## config.mk

```make
export PLATFORM = sky130hd
export DESIGN_NAME = dbsp_div
export DESIGN_NICKNAME = d
export VERILOG_FILES = /design/src/rtl/core/dbsp_pkg.sv /design/src/rtl/core/dbsp_div.sv
export SDC_FILE = /design/constraint.sdc
export NUM_CORES = 1
export LEC_CHECK = 0
export BUFFER_PORTS_ARGS = -buffer_cell sky130_fd_sc_hd__buf_2
export CAP_MARGIN = 20
export CORE_MARGIN = 4
export CORE_UTILIZATION = 50
export DETAILED_ROUTE_END_ITERATION = 10
export GPL_ROUTABILITY_DRIVEN = 1
export GPL_TIMING_DRIVEN = 0
export PLACE_DENSITY = 0.75
export REMOVE_ABC_BUFFERS = 1
export SLEW_MARGIN = 20
export SYNTH_ARGS = -nofsm -noshare
export SYNTH_HDL_FRONTEND = slang
export SYNTH_SLANG_ARGS = --single-unit
```

## constraint.sdc

```tcl
create_clock -name i_clk -period 2.4 [get_ports i_clk]
set_clock_uncertainty 0.2 [all_clocks]
set_input_delay 0.48 -clock i_clk [delete_from_list [all_inputs] [get_ports i_clk]]
set_output_delay 0.48 -clock i_clk [all_outputs]
set_load 0.01 [all_outputs]
```

## src/rtl/core/dbsp_pkg.sv

```systemverilog
package dbsp_pkg;

    // Storage geometry.
    localparam int HALF_DEPTH   = 512;
    localparam int SAMPLE_WIDTH = 16;
    localparam int STORE_DEPTH  = 2 * HALF_DEPTH;
    localparam int ADDR_W       = (HALF_DEPTH > 1) ? $clog2(HALF_DEPTH) : 1;
    localparam int STORE_AW     = $clog2(STORE_DEPTH);

    // Field widths fixed by the interface.
    localparam int RAW_W    = 16;
    localparam int BREATH_W = 24;
    localparam int DAC_W    = 12;
    localparam int SPI_W    = 16;
    localparam int GAIN_W   = 16;
    localparam int OFFS_W   = 16;
    localparam int VOL_W    = 10;
    localparam int CFG_IW   = 2;
    localparam int CFG_DW   = 16;

    // The shared divider handles the sample magnitude and the gain numerator.
    localparam int DIV_W     = (SAMPLE_WIDTH + 1 > GAIN_W + 1) ? SAMPLE_WIDTH + 1 : GAIN_W + 1;
    localparam int DIV_CNT_W = $clog2(DIV_W);

    localparam logic [DAC_W-1:0]  DAC_MAX  = '1;
    localparam logic [SPI_W-1:0]  SPI_FLAG = SPI_W'(1 << 12);

    // Volume smoothing divides a sum of at most 5115 by five as a multiply by
    // 6554 followed by a shift of 15; the result is exact over that range.
    localparam int                SMOOTH_SHIFT = 15;
    localparam logic [VOL_W+2:0]  SMOOTH_RECIP = (VOL_W+3)'(6554);

    // Reset values.
    localparam logic [DAC_W-1:0]  RST_MIDPOINT = DAC_W'(2000);
    localparam logic [GAIN_W-1:0] RST_GAIN     = GAIN_W'(16000);
    localparam logic [OFFS_W-1:0] RST_OFFSET   = OFFS_W'(24);
    localparam logic [VOL_W-1:0]  RST_CEILING  = VOL_W'(1000);
    localparam logic [VOL_W-1:0]  RST_VOLUME   = VOL_W'(100);

    typedef enum logic [1:0] {
        ACT_LOAD   = 2'd0,
        ACT_TICK   = 2'd1,
        ACT_BREATH = 2'd2,
        ACT_NONE   = 2'd3
    } t_action;

    typedef enum logic [CFG_IW-1:0] {
        CFG_MIDPOINT = 2'd0,
        CFG_GAIN     = 2'd1,
        CFG_OFFSET   = 2'd2,
        CFG_CEILING  = 2'd3
    } t_cfg_idx;

    typedef enum logic [2:0] {
        ST_CLEAR,
        ST_IDLE,
        ST_EXEC,
        ST_GAIN,
        ST_SCALE,
        ST_DONE
    } t_state;

    typedef struct packed {
        logic             start;
        logic [DIV_W-1:0] dividend;
        logic [DIV_W-2:0] divisor;
    } t_div_req;

endpackage

```

## src/rtl/core/dbsp_div.sv

```systemverilog
module dbsp_div (
    input  logic                      i_clk,
    input  logic                      i_rst_n,
    input  dbsp_pkg::t_div_req        i_req,
    output logic                      o_done,
    output logic [dbsp_pkg::DIV_W-1:0] o_quotient
);

    // Restoring divider, one quotient bit per cycle.
    logic                               r_busy;
    logic                               r_done;
    logic [dbsp_pkg::DIV_CNT_W-1:0]     r_cnt;
    logic [dbsp_pkg::DIV_W-1:0]         r_rem;
    logic [dbsp_pkg::DIV_W-1:0]         r_quo;
    logic [dbsp_pkg::DIV_W-2:0]         r_dvs;
    logic [dbsp_pkg::DIV_W-1:0]         w_trial;
    logic [dbsp_pkg::DIV_W-1:0]         w_diff;
    logic                               w_ge;

    always_comb begin
        w_trial = {r_rem[dbsp_pkg::DIV_W-2:0], r_quo[dbsp_pkg::DIV_W-1]};
        w_ge    = (w_trial >= {1'b0, r_dvs});
        w_diff  = w_trial - {1'b0, r_dvs};
    end

    always_ff @(posedge i_clk) begin
        if (!i_rst_n) begin
            r_busy <= 1'b0;
            r_done <= 1'b0;
            r_cnt  <= '0;
        end else begin
            r_done <= 1'b0;
            if (i_req.start) begin
                r_busy <= 1'b1;
                r_cnt  <= '0;
            end else if (r_busy) begin
                if (r_cnt == dbsp_pkg::DIV_CNT_W'(dbsp_pkg::DIV_W - 1)) begin
                    r_busy <= 1'b0;
                    r_done <= 1'b1;
                end else begin
                    r_cnt <= r_cnt + 1'b1;
                end
            end
        end
    end

    always_ff @(posedge i_clk) begin
        if (i_req.start) begin
            r_rem <= '0;
            r_quo <= i_req.dividend;
            r_dvs <= i_req.divisor;
        end else if (r_busy) begin
            r_rem <= w_ge ? w_diff : w_trial;
            r_quo <= {r_quo[dbsp_pkg::DIV_W-2:0], w_ge};
        end
    end

    assign o_done     = r_done;
    assign o_quotient = r_quo;

endmodule

```

### After elaboration in Yosys (flattened, before gate mapping)

Cells that the tools add are included.

* flip-flop bits (word level): 56
* latch bits: 0
* bits in writable memories: 0
* memory bits (read-only): 0
* output and inout bits: 18
* memories: 0

* add/sub/neg operators: 2
* $mul: 0
* div/mod/pow operators: 0
* $lt $le $gt $ge: 1
* eq/ne operators: 1
* shift operators: 0
* muxes and demuxes: 7
* bitwise gates (word level): 3
* reductions and logical operators: 4

Operators with widths (number)
* $mux 17: 2
* $ge 17x16->1: 1
* $mux 16: 1
* $sub 16x16->16: 1
* $add 5x1->5 const B: 1
* $eq 5x5->1 const B: 1
* $mux 1: 4
* $not 1->1: 3
* $reduce_or 3->1: 1
* $reduce_and 2->1: 1
* $reduce_bool 2->1: 1
* $reduce_or 2->1: 1

### Longest topological paths before layout

* word-level depth: 4
* depth in mapped cells: 10
* mapped depth without buffers: 9

### Least setup slack after synthesis

Ideal clock, no wire load.

* path type: register -> register
* start: reg r_quo, in the netlist o_quotient[16]
* end: reg r_rem[14] (netlist bit)
* setup time: 0.132 ns
* arrival time: 2.095 ns
* slack: -0.027 ns
* stages on the path, launching flop included: 10
* buffers on the path: 0
* cells stage by stage: edfxtp_1 inv_1 ha_1 fa_1 nand2b_1 a21oi_1 o31ai_1 and4b_1 a2111oi_0 o21ai_0

* longest elaborated chain between the ends: 2

Ends and longest elaborated chain
* start, declared: RTL line dbsp_div.sv:14 `logic [dbsp_pkg::DIV_W-1:0] r_quo;`
* start signal, assigned: RTL line dbsp_div.sv:50 `r_quo <= i_req.dividend;`
* start signal, assigned: RTL line dbsp_div.sv:54 `r_quo <= {r_quo[dbsp_pkg::DIV_W-2:0], w_ge};`
* $sub 16x16->16 or $ge 17x16->1 (tied branches): RTL line dbsp_div.sv:23, dbsp_div.sv:22
* $mux 16 (*): RTL line dbsp_div.sv:53 `r_rem <= w_ge ? w_diff : w_trial;`
* end signal, assigned: RTL line dbsp_div.sv:53
* end, declared: RTL line dbsp_div.sv:13 `logic [dbsp_pkg::DIV_W-1:0] r_rem;`

Mark *: on every way between the ends. The rest lies on a longest branch, timed or not.
A chain may end at the register's enable or synchronous reset.

### Final worst setup path

* start: reg r_dvs[8] (netlist bit)
* end: reg r_rem[3] (netlist bit)

* longest elaborated chain between the ends: 2

Ends and longest elaborated chain
* start, declared: RTL line dbsp_div.sv:15 `logic [dbsp_pkg::DIV_W-2:0] r_dvs;`
* start signal, assigned: RTL line dbsp_div.sv:51 `r_dvs <= i_req.divisor;`
* $ge 17x16->1: RTL line dbsp_div.sv:22 `w_ge = (w_trial >= {1'b0, r_dvs});`
* $mux 16: RTL line dbsp_div.sv:53

No other way between the ends.

==> metrics.txt <==
# TYPE chip_impl_metric gauge
chip_impl_metric{name="post-route-worst-setup-slack",unit="ns"} -0.0967
chip_impl_metric{name="postSynthAreaPerCell",unit="sq um"} 10.5
chip_impl_metric{name="floorplan.core_area",unit="sq um"} 5920
chip_impl_metric{name="worst_setup_timing_slack_at_the_placement_stage",unit="ns"} -0.493
chip_impl_metric{name="syn_area",unit="sq um"} 3060
chip_impl_metric{name="timing.critical_path.required",unit="ns"} 2.43
chip_impl_metric{name="synth_enable_flop_cells",unit=""} 33
chip_impl_info{name="outcome",value="finished, violations left"} 1
chip_impl_metric{name="postRouteAntennaNets",unit=""} 0
chip_impl_metric{name="clkSinkCount",unit=""} 56
chip_impl_metric{name="initial_utilization",unit="%"} 51.6
chip_impl_metric{name="post_dp_cell_area",unit="sq um"} 3370
chip_impl_metric{name="post_layout_util",unit="%"} 68.8
chip_impl_metric{name="cts_buffer_depth",unit=""} 2
chip_impl_metric{name="area_grow_syn2layout",unit="%"} 33.3
chip_impl_metric{name="detailedRoute.firstPassIterationCount",unit=""} 5
chip_impl_metric{name="ys_ff_latch",unit=""} 56
chip_impl_metric{name="ys_async_sr_fraction",unit="%"} 0
chip_impl_metric{name="numCtsBuffers",unit=""} 5
chip_impl_metric{name="placement_rows",unit=""} 28
chip_impl_metric{name="postCtsHoldBufs",unit=""} 0
chip_impl_info{name="worstSetupEndpointType",value="register"} 1
chip_impl_metric{name="clk_transition_reported_paths",unit="ns"} 0.10
chip_impl_info{name="synth_flop_cell",value="sky130_fd_sc_hd__edfxtp_1"} 1
chip_impl_metric{name="finalCriticalPeriod",unit="ns"} 2.50
chip_impl_info{name="failed_checks",value="negative setup slack"} 1
chip_impl_metric{name="total_power",unit="mW"} 2.32
chip_impl_metric{name="fraction_of_final_layout_cells_sized_beyond_drive_strength_1",unit="%"} 41.4
chip_impl_metric{name="die-height",unit="microns"} 86.2
chip_impl_metric{name="placement.io_buffers",unit=""} 53
chip_impl_metric{name="design.portCount",unit=""} 54
chip_impl_metric{name="total_power_per_unit_cell_area",unit="nW/um^2"} 570
chip_impl_info{name="rsz0062_at_grt",value="yes"} 1
chip_impl_metric{name="design.die.area",unit="sq um"} 7430
chip_impl_info{name="most-common-layout-cells",value="52 x sky130_fd_sc_hd__buf_2, 33 x sky130_fd_sc_hd__edfxtp_1, 28 x sky130_fd_sc_hd__nor2_1, 26 x sky130_fd_sc_hd__buf_4, 23 x sky130_fd_sc_hd__dfxtp_1"} 1
chip_impl_metric{name="grt_max_degree",unit=""} 47
chip_impl_info{name="synth.top_cells.by_area",value="sky130_fd_sc_hd__edfxtp_1 32%, sky130_fd_sc_hd__dfxtp_1 15%, sky130_fd_sc_hd__ha_1 7.4%"} 1
chip_impl_metric{name="final-instance-count-excl-fill",unit=""} 447
chip_impl_metric{name="routedWlPerCell",unit="microns"} 18.0
chip_impl_metric{name="final-hold-violation-count",unit=""} 0
chip_impl_metric{name="antenna-diode-count",unit=""} 0
chip_impl_metric{name="synth_largest_type_area_fraction",unit="%"} 32.4
chip_impl_metric{name="hpwlAfterDp",unit="mm"} 4.33
chip_impl_metric{name="relative_slew_margins",unit="%"} 49.7
chip_impl_metric{name="routed_wl",unit="mm"} 8.04
chip_impl_metric{name="post-place-cells",unit=""} 410
chip_impl_metric{name="report.final.slew_viol_count",unit=""} 0
chip_impl_info{name="path_cells",value="inv_1 > ha_4 > nand4_1 > o21bai_2 > a311oi_4 > o211a_4 > or3_1 > a311oi_1"} 1
chip_impl_metric{name="antenna_found_initial",unit=""} 0
chip_impl_metric{name="max_freq",unit="MHz"} 401
chip_impl_metric{name="post-route-drc-count",unit=""} 0
chip_impl_metric{name="finalHoldWorstSlack",unit="ns"} 0.129
chip_impl_info{name="cts_tree",value="built"} 1
chip_impl_metric{name="grt_overflow",unit=""} 0
chip_impl_metric{name="dr_total_vias",unit=""} 2716
chip_impl_metric{name="setup_tns_final",unit="ns"} -0.268
chip_impl_metric{name="fillers",unit=""} 412
chip_impl_metric{name="h-tree-depth",unit=""} 2
chip_impl_metric{name="worst_ep_arrival_time",unit="ns"} 2.52
chip_impl_metric{name="grt_pass1_vias",unit=""} 2539
chip_impl_metric{name="report.final.setup_viol",unit=""} 5
chip_impl_metric{name="power.leakage",unit="nW"} 1.62
chip_impl_metric{name="number_of_nets_at_the_end_of_the_flow",unit=""} 426
chip_impl_metric{name="grt_util_all_layers",unit="%"} 19.7
chip_impl_metric{name="die_x",unit="microns"} 86.2
chip_impl_metric{name="worst_skew_pair.late_latency",unit="ns"} 0.32
chip_impl_info{name="layout_commonest_cell",value="sky130_fd_sc_hd__buf_2"} 1
chip_impl_info{name="crit_path_top_delay_cell",value="sky130_fd_sc_hd__or3_1"} 1
chip_impl_info{name="ctsRootBufferMaster",value="sky130_fd_sc_hd__clkbuf_8"} 1
chip_impl_info{name="hp-class",value="input pin to register"} 1
chip_impl_info{name="setup.worst_path.start_class",value="register"} 1
chip_impl_metric{name="synthesis.yosys.warnings",unit=""} 0
chip_impl_info{name="yosys.area.top_type",value="sky130_fd_sc_hd__edfxtp_1"} 1
chip_impl_info{name="timing.setup.critical_path_class",value="register to register"} 1
chip_impl_metric{name="timing.final.crit_share",unit="%"} 104
chip_impl_metric{name="maxCapViolCount",unit=""} 0
chip_impl_metric{name="vdd_drop_max",unit="mV"} 0.477
chip_impl_metric{name="grt_first_pass_wirelength",unit="mm"} 11.7
chip_impl_metric{name="globalplace.congestion",unit=""} 0.925
chip_impl_metric{name="path_max_fanout",unit=""} 6
chip_impl_metric{name="timing_worst_slew_pin_value",unit="ns"} 0.754
chip_impl_metric{name="routed_via_density",unit=""} 6.08
chip_impl_metric{name="netlist_instances",unit=""} 292
chip_impl_metric{name="synth_seq_area_share",unit="%"} 47.5
chip_impl_metric{name="drt_first_iter_violations",unit=""} 357
chip_impl_metric{name="synth.distinct_cells",unit=""} 50
chip_impl_metric{name="critical-path-max-stage-delay",unit="ns"} 0.37
chip_impl_metric{name="stdcell_area",unit="sq um"} 4080
==> kinds of logic after synthesis <==
kind of cell	count (synthesis)	share of synthesized area, %
buffers and inverters	34	4.46
adder cells (fa/ha/maj)	19	8.02
AO/OA/AOI/OAI	66	15.6
XOR/XNOR	14	4.01
multiplexers	21	7.53
AND/OR/NAND/NOR	82	12.9
flip-flops	56	47.5
==> worst max-delay path, delay by kind of cell (launching register included) <==
kind	cells	cell delay, ns
buf+inv	1	0.06
simple gates	2	0.54
fa+ha+maj	1	0.31
flops	1	0.34
compound gates	4	0.95
==> worst paths after layout <==
| check | from | end | slack, ns | cells past startpoint |
|---|---|---|---|---|
| worst max-delay path | r_dvs[8] | r_rem[3] | -0.1 | 8 |
| worst min register to register | r_rem[3] | r_rem[3] | 0.33 | 2 |
| worst min-delay path | i_req[11] | r_dvs[11] | 0.13 | 1 |
| worst max register to register | r_dvs[8] | r_rem[3] | -0.1 | 8 |
==> registers in the layout, indices dropped and copies added, names as in the netlist <==
signal and count:
o_done 1, o_quotient 17, r_busy 1, r_cnt 5
r_dvs 16, r_rem 16
==> cell type report <==
| type | instances | area (sq um) | area share [%] |
|---|---|---|---|
| clock buffers | 6 | 82.6 | 2.03 |
| clock inverters | 2 | 17.5 | 0.430 |
| inverters | 24 | 90.1 | 2.21 |
| multi-input cells | 204 | 1860 | 45.7 |
| flip-flops and latches | 56 | 1450 | 35.6 |
| well taps | 75 | 93.8 | 2.30 |
| repair buffers | 80 | 478 | 11.7 |
==> power by group <==
| group | internal, mW | switching [mW] | total (mW) |
|---|---|---|---|
| sequential | 1.10 | 0.0494 | 1.14 |
| clock | 0.242 | 0.326 | 0.569 |
| combinational | 0.291 | 0.319 | 0.610 |
==> layer usage <==
metal	global-route usage [%]	vias up	wire, microns	share of wire [%]
li1	-	1235	-	-
met1	25.3	1275	3140	39
met2	33.0	160	3920	49
met3	4.37	46	647	8.1
met4	6.66	0	326	4.1
met5	0	-	0	0
==> Yosys cell counts (3+ instances only) <==
master,count
sky130_fd_sc_hd__a211oi_1,7
sky130_fd_sc_hd__a21o_1,4
sky130_fd_sc_hd__a21oi_1,11
sky130_fd_sc_hd__a311oi_1,3
sky130_fd_sc_hd__a32oi_1,7
sky130_fd_sc_hd__buf_2,4
sky130_fd_sc_hd__clkbuf_1,3
sky130_fd_sc_hd__dfxtp_1,23
sky130_fd_sc_hd__edfxtp_1,33
sky130_fd_sc_hd__ha_1,18
sky130_fd_sc_hd__inv_1,24
sky130_fd_sc_hd__mux2_2,16
sky130_fd_sc_hd__mux2i_1,5
sky130_fd_sc_hd__nand2_1,15
sky130_fd_sc_hd__nand2b_1,7
sky130_fd_sc_hd__nand3_1,6
sky130_fd_sc_hd__nand4_1,6
sky130_fd_sc_hd__nor2_1,30
sky130_fd_sc_hd__nor3_1,7
sky130_fd_sc_hd__o21ai_0,13
sky130_fd_sc_hd__o31ai_1,3
sky130_fd_sc_hd__xnor2_1,10
sky130_fd_sc_hd__xor2_1,4
==> what timing repair did <==
action | CTS | global route
pin swaps | 6 | 27
setup buffers | 11 | 16
gates resized for setup | 43 | 28
endpoints found under the setup margin | 34 | 33
gates cloned | 2 | 0
(Power assumes the default switching activity.)
